`src/design/ssq_pkg.sv`:
```
`default_nettype none
package ssq_pkg;

   localparam int QUEUE_DEPTH = 16;

   localparam int IDX_W    = (QUEUE_DEPTH > 1) ? $clog2(QUEUE_DEPTH) : 1;
   localparam int CNT_W    = $clog2(QUEUE_DEPTH + 1);
   localparam int POS_W    = $clog2(2 * QUEUE_DEPTH);
   localparam int TIME_W   = 64;
   localparam int ID_W     = 8;
   localparam int DUR_W    = 32;
   localparam int TICK_W   = 63;
   localparam int KIND_W   = 2;
   localparam int STATUS_W = 2;

   localparam int REQ_TDATA_W    = ((ID_W + DUR_W + 7) / 8) * 8;
   localparam int RSP_ID_LSB     = 0;
   localparam int RSP_STATUS_LSB = RSP_ID_LSB + ID_W;
   localparam int RSP_TICK_LSB   = RSP_STATUS_LSB + STATUS_W;
   localparam int RSP_QC_LSB     = RSP_TICK_LSB + TICK_W;
   localparam int RSP_USED_W     = RSP_QC_LSB + CNT_W;
   localparam int RSP_TDATA_W    = ((RSP_USED_W + 7) / 8) * 8;

   typedef enum logic {
      ACTION_TICK  = 1'b0,
      ACTION_SLEEP = 1'b1
   } action_type;

   typedef enum logic [KIND_W-1:0] {
      KIND_IDLE_TICK = 2'd0,
      KIND_WOKEN     = 2'd1,
      KIND_ANSWER    = 2'd2
   } kind_type;

   typedef enum logic [STATUS_W-1:0] {
      STATUS_QUEUED  = 2'd0,
      STATUS_IGNORED = 2'd1,
      STATUS_FULL    = 2'd2
   } status_type;

   typedef enum logic [2:0] {
      ST_IDLE,
      ST_INS_READ,
      ST_INS_CMP,
      ST_TICK_READ,
      ST_TICK_CMP,
      ST_RESPOND
   } state_type;

   typedef struct packed {
      logic [TIME_W-1:0] wake;
      logic [ID_W-1:0]   id;
   } entry_type;

   typedef struct packed {
      kind_type          kind;
      logic [ID_W-1:0]   woken_id;
      status_type        status;
      logic [TICK_W-1:0] tick_count;
      logic [CNT_W-1:0]  queue_count;
      logic              last;
   } rsp_type;

endpackage
`default_nettype wire

```
`src/design/ssq_engine.sv`:
```
`default_nettype none
module ssq_engine (
   input  wire logic                   clock,
   input  wire logic                   reset,
   input  wire logic                   req_valid,
   output logic                        req_ready,
   input  wire ssq_pkg::action_type    req_action,
   input  wire logic [ssq_pkg::ID_W-1:0]  req_id,
   input  wire logic [ssq_pkg::DUR_W-1:0] req_dur,
   output logic                        emit_valid,
   output ssq_pkg::rsp_type            emit_data,
   input  wire logic                   emit_ready
);

   ssq_pkg::state_type state_ff, state_in;
   logic [ssq_pkg::TIME_W-1:0] tick_ff, tick_in;
   logic [ssq_pkg::IDX_W-1:0]  head_ff, head_in;
   logic [ssq_pkg::CNT_W-1:0]  count_ff, count_in;
   logic                       pend_ff, pend_in;
   logic [ssq_pkg::CNT_W-1:0]  k_ff, k_in;
   logic [ssq_pkg::TIME_W-1:0] when_ff, when_in;
   logic [ssq_pkg::ID_W-1:0]   id_ff, id_in;
   logic [ssq_pkg::ID_W-1:0]   pend_id_ff, pend_id_in;
   ssq_pkg::status_type        status_ff, status_in;

   ssq_pkg::entry_type mem [ssq_pkg::QUEUE_DEPTH];
   ssq_pkg::entry_type rd_ff;
   ssq_pkg::entry_type wd;
   logic [ssq_pkg::IDX_W-1:0] wa, ra;
   logic we, re;

   logic accept, full, due, ins_here;
   logic [ssq_pkg::TIME_W:0] when_sum;
   logic [ssq_pkg::IDX_W:0]  head_next;

   function automatic logic [ssq_pkg::IDX_W-1:0] phys(
      input logic [ssq_pkg::IDX_W-1:0] head,
      input logic [ssq_pkg::CNT_W-1:0] k
   );
      logic [ssq_pkg::POS_W-1:0] s;
      s = ssq_pkg::POS_W'(head) + ssq_pkg::POS_W'(k);
      if (s >= ssq_pkg::POS_W'(ssq_pkg::QUEUE_DEPTH)) begin
         s = s - ssq_pkg::POS_W'(ssq_pkg::QUEUE_DEPTH);
      end
      return s[ssq_pkg::IDX_W-1:0];
   endfunction

   assign req_ready = (state_ff == ssq_pkg::ST_IDLE);
   assign accept    = req_valid && req_ready;
   assign full      = (count_ff >= ssq_pkg::CNT_W'(ssq_pkg::QUEUE_DEPTH));
   assign due       = (rd_ff.wake <= tick_ff);
   assign ins_here  = (rd_ff.wake <= when_ff);
   assign when_sum  = {1'b0, tick_ff} +
                      (ssq_pkg::TIME_W + 1)'(req_dur[ssq_pkg::DUR_W-2:0]);
   assign head_next = (ssq_pkg::IDX_W + 1)'(head_ff) + 1'b1;

   // next state
   always_comb begin
      state_in = state_ff;
      case (state_ff)
         ssq_pkg::ST_IDLE: begin
            if (accept) begin
               if (req_action == ssq_pkg::ACTION_TICK) begin
                  state_in = ssq_pkg::ST_TICK_READ;
               end else if (req_dur[ssq_pkg::DUR_W-1] || full) begin
                  state_in = ssq_pkg::ST_RESPOND;
               end else begin
                  state_in = ssq_pkg::ST_INS_READ;
               end
            end
         end
         ssq_pkg::ST_INS_READ: begin
            state_in = (k_ff == '0) ? ssq_pkg::ST_RESPOND : ssq_pkg::ST_INS_CMP;
         end
         ssq_pkg::ST_INS_CMP: begin
            state_in = ins_here ? ssq_pkg::ST_RESPOND : ssq_pkg::ST_INS_READ;
         end
         ssq_pkg::ST_TICK_READ: begin
            if (count_ff != '0) begin
               state_in = ssq_pkg::ST_TICK_CMP;
            end else if (emit_ready) begin
               state_in = ssq_pkg::ST_IDLE;
            end
         end
         ssq_pkg::ST_TICK_CMP: begin
            if (!due) begin
               if (emit_ready) begin
                  state_in = ssq_pkg::ST_IDLE;
               end
            end else if (!pend_ff || emit_ready) begin
               state_in = ssq_pkg::ST_TICK_READ;
            end
         end
         ssq_pkg::ST_RESPOND: begin
            if (emit_ready) begin
               state_in = ssq_pkg::ST_IDLE;
            end
         end
         default: state_in = ssq_pkg::ST_IDLE;
      endcase
   end

   // datapath, memory control and result
   always_comb begin
      tick_in    = tick_ff;
      head_in    = head_ff;
      count_in   = count_ff;
      pend_in    = pend_ff;
      k_in       = k_ff;
      when_in    = when_ff;
      id_in      = id_ff;
      pend_id_in = pend_id_ff;
      status_in  = status_ff;
      we         = 1'b0;
      re         = 1'b0;
      wa         = phys(head_ff, k_ff);
      ra         = head_ff;
      wd         = '{wake: when_ff, id: id_ff};
      emit_valid = 1'b0;
      emit_data.kind        = ssq_pkg::KIND_IDLE_TICK;
      emit_data.woken_id    = '0;
      emit_data.status      = ssq_pkg::STATUS_QUEUED;
      emit_data.tick_count  = tick_ff[ssq_pkg::TICK_W-1:0];
      emit_data.queue_count = count_ff;
      emit_data.last        = 1'b1;
      if (pend_ff) begin
         emit_data.kind     = ssq_pkg::KIND_WOKEN;
         emit_data.woken_id = pend_id_ff;
      end
      case (state_ff)
         ssq_pkg::ST_IDLE: begin
            if (accept) begin
               id_in   = req_id;
               k_in    = count_ff;
               pend_in = 1'b0;
               when_in = when_sum[ssq_pkg::TIME_W] ? '1 : when_sum[ssq_pkg::TIME_W-1:0];
               if (req_action == ssq_pkg::ACTION_TICK) begin
                  tick_in = tick_ff + 1'b1;
               end else if (req_dur[ssq_pkg::DUR_W-1]) begin
                  status_in = ssq_pkg::STATUS_IGNORED;
               end else if (full) begin
                  status_in = ssq_pkg::STATUS_FULL;
               end else begin
                  status_in = ssq_pkg::STATUS_QUEUED;
               end
            end
         end
         ssq_pkg::ST_INS_READ: begin
            if (k_ff == '0) begin
               we       = 1'b1;
               count_in = count_ff + 1'b1;
            end else begin
               re = 1'b1;
               ra = phys(head_ff, k_ff - 1'b1);
            end
         end
         ssq_pkg::ST_INS_CMP: begin
            we = 1'b1;
            if (ins_here) begin
               count_in = count_ff + 1'b1;
            end else begin
               wd   = rd_ff;
               k_in = k_ff - 1'b1;
            end
         end
         ssq_pkg::ST_TICK_READ: begin
            if (count_ff != '0) begin
               re = 1'b1;
            end else begin
               emit_valid = 1'b1;
            end
         end
         ssq_pkg::ST_TICK_CMP: begin
            if (!due) begin
               emit_valid = 1'b1;
            end else begin
               emit_valid     = pend_ff;
               emit_data.last = 1'b0;
               if (!pend_ff || emit_ready) begin
                  pend_in    = 1'b1;
                  pend_id_in = rd_ff.id;
                  count_in   = count_ff - 1'b1;
                  head_in    = (head_next == (ssq_pkg::IDX_W + 1)'(ssq_pkg::QUEUE_DEPTH)) ?
                               '0 : head_next[ssq_pkg::IDX_W-1:0];
               end
            end
         end
         ssq_pkg::ST_RESPOND: begin
            emit_valid         = 1'b1;
            emit_data.kind     = ssq_pkg::KIND_ANSWER;
            emit_data.woken_id = '0;
            emit_data.status   = status_ff;
         end
         default: begin
            emit_valid = 1'b0;
         end
      endcase
   end

   always_ff @(posedge clock) begin
      if (reset) begin
         state_ff <= ssq_pkg::ST_IDLE;
         tick_ff  <= '0;
         head_ff  <= '0;
         count_ff <= '0;
         pend_ff  <= 1'b0;
      end else begin
         state_ff <= state_in;
         tick_ff  <= tick_in;
         head_ff  <= head_in;
         count_ff <= count_in;
         pend_ff  <= pend_in;
      end
   end

   always_ff @(posedge clock) begin
      k_ff       <= k_in;
      when_ff    <= when_in;
      id_ff      <= id_in;
      pend_id_ff <= pend_id_in;
      status_ff  <= status_in;
   end

   // queue store, one write and one registered read port
   always_ff @(posedge clock) begin
      if (we) begin
         mem[wa] <= wd;
      end
      if (re) begin
         rd_ff <= mem[ra];
      end
   end

endmodule
`default_nettype wire

```
`src/design/ssq_out_reg.sv`:
```
`default_nettype none
module ssq_out_reg (
   input  wire logic             clock,
   input  wire logic             reset,
   input  wire logic             in_valid,
   output logic                  in_ready,
   input  wire ssq_pkg::rsp_type in_data,
   output logic                  out_valid,
   input  wire logic             out_ready,
   output ssq_pkg::rsp_type      out_data
);

   logic             valid_ff, valid_in;
   ssq_pkg::rsp_type data_ff;
   logic             load;

   assign in_ready  = !valid_ff || out_ready;
   assign load      = in_valid && in_ready;
   assign out_valid = valid_ff;
   assign out_data  = data_ff;

   always_comb begin
      valid_in = valid_ff;
      if (load) begin
         valid_in = 1'b1;
      end else if (out_ready) begin
         valid_in = 1'b0;
      end
   end

   always_ff @(posedge clock) begin
      if (reset) begin
         valid_ff <= 1'b0;
      end else begin
         valid_ff <= valid_in;
      end
   end

   always_ff @(posedge clock) begin
      if (load) begin
         data_ff <= in_data;
      end
   end

endmodule
`default_nettype wire

```
`src/design/sorted_sleep_wakeup_queue_unit.sv`:
```
// sorted sleep wake-up queue, timer alarm clock style
//
// req channel: one request per handshake. req_tuser selects a tick (0) or a
// sleep request (1); req_tdata carries sleeper id and a signed duration.
// rsp channel: rsp_tuser gives the result kind, rsp_tlast marks the final
// result of a request. a sleep request gives one answer; a tick gives one
// result per woken sleeper, earliest first, or one empty result.
// sleepers sit in a ring store in wake-time order; inserts walk from the
// tail, moving each later entry up one place with a read and a compare step.
// req_tready is high only while no request is in work, one at a time.
// a rejected or ignored sleep request goes straight to its answer; a queued
// one reads and compares each entry that wakes later, moving it up, then
// writes the new entry and answers. a tick on an empty queue answers
// directly; else it reads and compares the head entry, and each woken sleeper
// takes one such read and compare before the next entry is looked at.
// req_tready returns the cycle after the last result of a request enters the
// output register, so a new request waits until the last one is through.
// results wait in a one-deep output register; when the receiver stalls the
// engine holds its state until the register frees, nothing is dropped.
// reset clears the tick counter and empties the queue at once.
`default_nettype none
module sorted_sleep_wakeup_queue_unit (
   input  wire logic                              clock,
   input  wire logic                              reset,
   input  wire logic                              req_tvalid,
   output logic                                   req_tready,
   // sleeper_id, sleep_duration
   input  wire logic [ssq_pkg::REQ_TDATA_W-1:0]   req_tdata,
   // action
   input  wire logic                              req_tuser,
   output logic                                   rsp_tvalid,
   input  wire logic                              rsp_tready,
   // woken_id, request_status, tick_count, queue_count, zero fill
   output logic [ssq_pkg::RSP_TDATA_W-1:0]        rsp_tdata,
   // kind
   output logic [ssq_pkg::KIND_W-1:0]             rsp_tuser,
   output logic                                   rsp_tlast
);

   logic             emit_valid, emit_ready;
   ssq_pkg::rsp_type emit_data, rsp_data;

   ssq_engine u_engine (
      .clock      (clock),
      .reset      (reset),
      .req_valid  (req_tvalid),
      .req_ready  (req_tready),
      .req_action (ssq_pkg::action_type'(req_tuser)),
      .req_id     (req_tdata[ssq_pkg::ID_W-1:0]),
      .req_dur    (req_tdata[ssq_pkg::ID_W +: ssq_pkg::DUR_W]),
      .emit_valid (emit_valid),
      .emit_data  (emit_data),
      .emit_ready (emit_ready)
   );

   ssq_out_reg u_out_reg (
      .clock     (clock),
      .reset     (reset),
      .in_valid  (emit_valid),
      .in_ready  (emit_ready),
      .in_data   (emit_data),
      .out_valid (rsp_tvalid),
      .out_ready (rsp_tready),
      .out_data  (rsp_data)
   );

   assign rsp_tdata = ssq_pkg::RSP_TDATA_W'({rsp_data.queue_count, rsp_data.tick_count,
                                             rsp_data.status, rsp_data.woken_id});
   assign rsp_tuser = rsp_data.kind;
   assign rsp_tlast = rsp_data.last;

endmodule
`default_nettype wire

```
`config.mk`:
```
export PLATFORM = sky130hd
export DESIGN_NAME = sorted_sleep_wakeup_queue_unit
export DESIGN_NICKNAME = d
export VERILOG_FILES = /design/src/design/ssq_pkg.sv /design/src/design/ssq_engine.sv /design/src/design/ssq_out_reg.sv /design/src/design/sorted_sleep_wakeup_queue_unit.sv
export SDC_FILE = /design/constraint.sdc
export NUM_CORES = 2
export LEC_CHECK = 0
export ABC_CLOCK_PERIOD_IN_PS = 9100
export BUFFER_PORTS_ARGS = -buffer_cell sky130_fd_sc_hd__buf_2
export CELL_PAD_IN_SITES_DETAIL_PLACEMENT = 2
export CELL_PAD_IN_SITES_GLOBAL_PLACEMENT = 2
export CORE_MARGIN = 1
export CORE_UTILIZATION = 48
export DETAILED_ROUTE_END_ITERATION = 10
export PLACE_DENSITY = 0.82
export SLEW_MARGIN = 20
export SYNTH_ARGS = -nofsm -noshare
export SYNTH_HDL_FRONTEND = slang
export SYNTH_SLANG_ARGS = --single-unit
```
`constraint.sdc`:
```
create_clock -name clock -period 9.1 [get_ports clock]
set_input_delay 1.82 -clock clock [delete_from_list [all_inputs] [get_ports clock]]
set_output_delay 1.82 -clock clock [all_outputs]
set_load 0.02 [all_outputs]
```
## After elaboration in Yosys (flattened, before gate mapping)

Memory sizes are Yosys's and may differ from the RTL's. A register that Yosys moved wholly into a read port is not among the register bits.
Index checks and enable logic that the tools add are counted.
W data, S select, Z words.

- Register bits: 246
- Bits in writable memories: 1152
- Logic and storage cells: 115
- Memories kept: 1

Memory list:

| memory | depth | bits a word | rd ports | clocked after Yosys merged registers in | wr ports | RTL line | source |
|---|---|---|---|---|---|---|---|
| u_engine.mem | 16 | 72 | 1 | 1 | 1 | ssq_engine.sv:26 | `ssq_pkg::entry_type mem [ssq_pkg::QUEUE_DEPTH];` |

- Add/sub/neg operators: 10
- Magnitude comparators: 5
- Eq/ne operators: 13
- Multiplexer cells: 44
- Bitwise operators: 2
- Reduce and logical (&&, ||, !) cells: 23

Operator list:

| operator | number |
|---|---|
| $mux W72 | 2 |
| $le A64 B64 Y1 | 2 |
| $add A64 B31 Y65 | 1 |
| $add A64 B1 Y64 const B | 1 |
| $mux W5 | 6 |
| $mux W3 | 9 |
| $mux W4 | 5 |
| $pmux W3 S6 | 1 |
| $ge A5 B5 Y1 const B | 3 |
| $pmux W5 S3 | 1 |
| $mux W1 | 13 |
| $reduce_and A3 Y1 | 4 |
| $add A4 B5 Y5 | 2 |
| $pmux W5 S2 | 1 |
| $sub A5 B1 Y5 const B | 2 |
| $mux W9 | 1 |
| $ne A2 B1 Y1 const B | 4 |
| $sub A4 B1 Y4 const B | 2 |
| $eq A3 B2 Y1 const B | 2 |
| $eq A3 B3 Y1 const B | 2 |
| $pmux W1 S2 | 3 |
| $reduce_bool A2 Y1 | 3 |
| $add A4 B1 Y5 const B | 1 |
| $add A5 B1 Y5 const B | 1 |
| 18 further kinds | 25 |

## Longest topological paths before layout

- Depth after elaboration: 6
- Depth in mapped cells: 14
- Gate-level depth less buffers: 12

## Cells and area by module

From an unflattened synthesis, not the netlist that was laid out.

- Cells, all modules: 3615
- Area, all modules: 62267.2 um2

Modules (own cells, without submodules):

| module | instances | cells an instance | area each (um2) | sequential area each (um2) |
|---|---|---|---|---|
| ssq_engine | 1 | 3526 | 59761.1 | 40909.2 |
| ssq_out_reg | 1 | 86 | 2487.4 | 2452.4 |
| sorted_sleep_wakeup_queue_unit | 1 | 3 | 18.8 | 0.0 |

## Worst setup path before layout

OpenSTA, ideal clock, no wires.

- Path type: register to register
- Start: register u_engine.k_ff[1] in the netlist's numbering
- End: register, netlist name u_engine.rd_ff[0]
- Setup time: 610 ps
- Arrival: 6154 ps
- Required time: 8490 ps
- Setup slack: 2337 ps
- Stages on the path, launching flop included: 6
- Clock period less this slack: 6763 ps
- Cells stage by stage: edfxtp_1 > inv_1 > ha_1 > nand2b_1 > nor4_1 > a211oi_1

- Elaborated cells on any way between the ends: 10

RTL lines:

| element | RTL line | source |
|---|---|---|
| start, declared | ssq_engine.sv:20 | `logic [ssq_pkg::CNT_W-1:0] k_ff, k_in;` |
| start signal, assigned | ssq_engine.sv:217 | `k_ff <= k_in;` |
| $logic_not A5 Y1 | ssq_engine.sv:149 | `if (k_ff == '0) begin` |
| $mux W1 | ssq_engine.sv:149 |  |
| $pmux W1 S2 | ssq_engine.sv:130 | `case (state_ff)` |
| named net u_engine.re | ssq_engine.sv:30 | `logic we, re;` |

The timed path passes the listed nets, and every way through them passes these cells.
A chain may end at the register's enable or synchronous reset.

## Final worst setup path

- Start: input req_tdata[8] in the netlist's numbering
- End: register u_engine.when_ff[40] in the netlist's numbering, data pin

- Word-level cells in the longest chain between the ends: 1

Ends and longest elaborated chain:

| element | RTL line | source |
|---|---|---|
| start, declared | sorted_sleep_wakeup_queue_unit.sv:28 | `input wire logic [ssq_pkg::REQ_TDATA_W-1:0] req_tdata,` |
| $add A64 B31 Y65 | ssq_engine.sv:53 | `assign when_sum = {1'b0, tick_ff} +` |
| end signal, assigned | ssq_engine.sv:218 | `when_ff <= when_in;` |
| end, declared | ssq_engine.sv:21 | `logic [ssq_pkg::TIME_W-1:0] when_ff, when_in;` |

No other way between the ends.

==> run metrics <==
Site Rows=131; clock-pin slew on the worst setup and hold paths=0.06 ns; PortBufs=127; pre-CTS WS=2.54 ns; Via density=7.03; dpl cells=5294; post_cts resized=0; Peak Freq=159 MHz; CP max-delay cell=a21oi_1; Least-Margin Pin Slew=1.26 ns; maxcap violations=0; Core ar.=128000 sq um; Max Slew Vio Count=0; sequential fraction of the synthesis area=0.700; setup bufs post-CTS=0; first-pass GRT wire length=337 mm; Critical path buffers and inverters=2; clock root cell=clkbuf_16; total congestion overflow=0; Die Footprint=131000 sq um; crit end category=register; most common cell after layout, fill and taps aside=edfxtp_1; dpl cell area=64800 sq um; H-tree levels=4; initial antenna violation count=10; Area Growth Syn to Fin=12.8%; FILL cells=11000; start point of the critical path=req_tdata[8]; most used cell, CP=a31oi_1; via count=39300; Top delay family on crit path=compound AO/OA/AOI/OAI gates; Max Root-Sink Buffers=3; Setup Skew=0.0458 ns; RR Endpoint=u_engine.when_ff[40]$_SDFFCE_PP1P_; Yosys cell types=76; Final Cell Area=69900 sq um; area share of the largest cell type after synthesis=0.674; GRT Overall Usage=0.371; Tcrit/Tclk final=0.692; fin nets=4016; setup violators final=0; total clock sinks=1470; leak pwr=23.8 nW; Max stage delay on crit path=1.04 ns; most frequent cells in the layout=edfxtp_1, mux4_2, a21oi_1; cells along the critical path=buf_2 > ha_1 > inv_1 > fa_1 > nand2b_1 > a21o_1 > a211oi_1 > o221ai_2 > o41ai_2 > a31oi_1 > a21oi_1 > a31oi_1; hold_ws=0.472 ns; Num CTS Buffers=158; Starting Density=0.485; Worst Setup EP=u_engine.when_ff[40]$_SDFFCE_PP1P_; R2R Path Start=u_engine.tick_ff[1]$_SDFFE_PP0P_; VDD IR max=0.000267 V; dpl hpwl=137 mm; Fin Setup TNS=0 ns; 1st-pass router iterations=6; Die Y-Extent=361 um; HP Class=reg2reg; Synth area leader=edfxtp_1; status=finished, final reports clean; Clock Latency Late Sink=0.84 ns; Residual DRC=0; EDFF count, synth=1392; critical path depth in cells=12; CP startpoint kind=input pin; top post-synthesis cells by area=edfxtp_1, mux4_2, ha_1, dfxtp_1, a21oi_1; Reg2Reg Setup Slack=3.04 ns; Synth Flop Type=edfxtp_1; final cell count without fillers=5592; PwrDens=334 nW/um^2; CTS tree=done; WP data arrival=6.79 ns; hold_buf cts=0; CP Max Fanout=7; vias in the first global route=42200; drt initial violations=5350; share of cells above drive strength 1=0.193; Mapped Cells=3584; post-layout min period=6.30 ns; PnR worst setup slack=2.80 ns; post-synthesis register bit count=1470; Slew HR=0.153; final hold vios=0; Synthesis Warnings=0; wire per inst=43.0 um; RSZ-0062 raised after global routing=false; CP required=9.59 ns; cell count of the worst reg-to-reg path=10; ANT nets after route=0; final WL=240 mm; kind of critical path=in2reg; Post-synth ARST share=0; Synth Cell Area=62000 sq um; pin count of the biggest net entering global routing=123; Die Width=361 um; IO Pins=130; RePlAce Congestion=0.827; syn_area_per_cell=17.3 sq um
## registers in the layout (all words and copies together), names as in the netlist, 8 cells and up
| name | flops |
|---|---|
| u_engine.id_ff | 8 |
| u_engine.mem | 1152 |
| u_engine.when_ff | 64 |
| u_engine.pend_id_ff | 8 |
| u_engine.tick_ff | 64 |
| u_out_reg.out_data | 81 |
| u_engine.rd_ff | 72 |
## worst min-delay path by stage
| stage | from | to | cells after the start |
|---|---|---|---|
| after floorplan | u_engine.tick_ff[35]$_SDFFE_PP0P_ | u_out_reg.out_data[41]$_DFFE_PP_ | 0 |
| after global placement | u_engine.rd_ff[7]$_DFFE_PP_ | u_engine.pend_id_ff[7]$_DFFE_PP_ | 0 |
| after detailed placement | u_engine.rd_ff[0]$_DFFE_PP_ | u_engine.pend_id_ff[0]$_DFFE_PP_ | 0 |
| after CTS | u_engine.rd_ff[3]$_DFFE_PP_ | u_engine.pend_id_ff[3]$_DFFE_PP_ | 0 |
| after global routing | u_engine.rd_ff[3]$_DFFE_PP_ | u_engine.pend_id_ff[3]$_DFFE_PP_ | 0 |
| final | u_engine.rd_ff[0]$_DFFE_PP_ | u_engine.pend_id_ff[0]$_DFFE_PP_ | 0 |
## per-layer routing
| metal | global-route usage | share of wire |
|---|---|---|
| met1 | 0.465 | 0.36 |
| met2 | 0.601 | 0.48 |
| met3 | 0.0798 | 0.096 |
| met4 | 0.206 | 0.063 |
| met5 | 0 | 0.00025 |
## final cells by class
class / count / area [sq um] / share of cell area
Multi-Input combinational cell: 1811 / 17600 / 0.252
Inverter: 157 / 592 / 0.00847
Tap cell: 1662 / 2080 / 0.0297
Clock inverter: 74 / 579 / 0.00829
Sequential cell: 1470 / 43400 / 0.620
Timing Repair Buffer: 198 / 1310 / 0.0187
Clock buffer: 219 / 4380 / 0.0626
Antenna cell: 1 / 2.50 / 0.0000358
## cells in the mapped netlist (8+ instances only)
master / number
edfxtp_1: 1392
mux2i_1: 94
nand4_1: 61
nor3_1: 31
buf_2: 46
nand3_1: 48
a211oi_1: 89
nor2b_1: 81
nand2b_1: 15
nand2_1: 139
or3_1: 13
inv_1: 148
clkbuf_1: 81
buf_4: 9
xnor2_1: 81
dfxtp_1: 78
o211ai_1: 13
a31oi_1: 10
buf_1: 11
mux2_1: 71
or4_1: 8
a21o_1: 21
xor2_1: 14
mux4_2: 288
o21ai_0: 56
a21oi_1: 213
nor2_1: 136
nor4_1: 24
and2_1: 19
and3_1: 14
ha_1: 171
## cells by family after synthesis
kind of cell	share of synthesized area
multiplexers	0.134
AO/OA/AOI/OAI	0.0473
XOR/XNOR	0.0134
buffers and inverters	0.0199
AND/OR/NAND/NOR	0.0502
flip-flops	0.700
other	0.0000605
adder cells (fa/ha/maj)	0.0358
## report_power, final
group          switching [mW]  internal [mW]
logic                    4.66           2.47
clock network            2.95           3.53
registers               0.662           9.07
## through the flow
step	power (mW)	util
2_1_floorplan	13.8	-
3_3_place_gp	15.7	0.507
3_5_place_dp	16.4	0.507
4_1_cts	23.2	0.546
5_1_grt	23.8	0.547
6_report	23.3	0.547
Note: power is estimated with default switching activity, not from simulation.
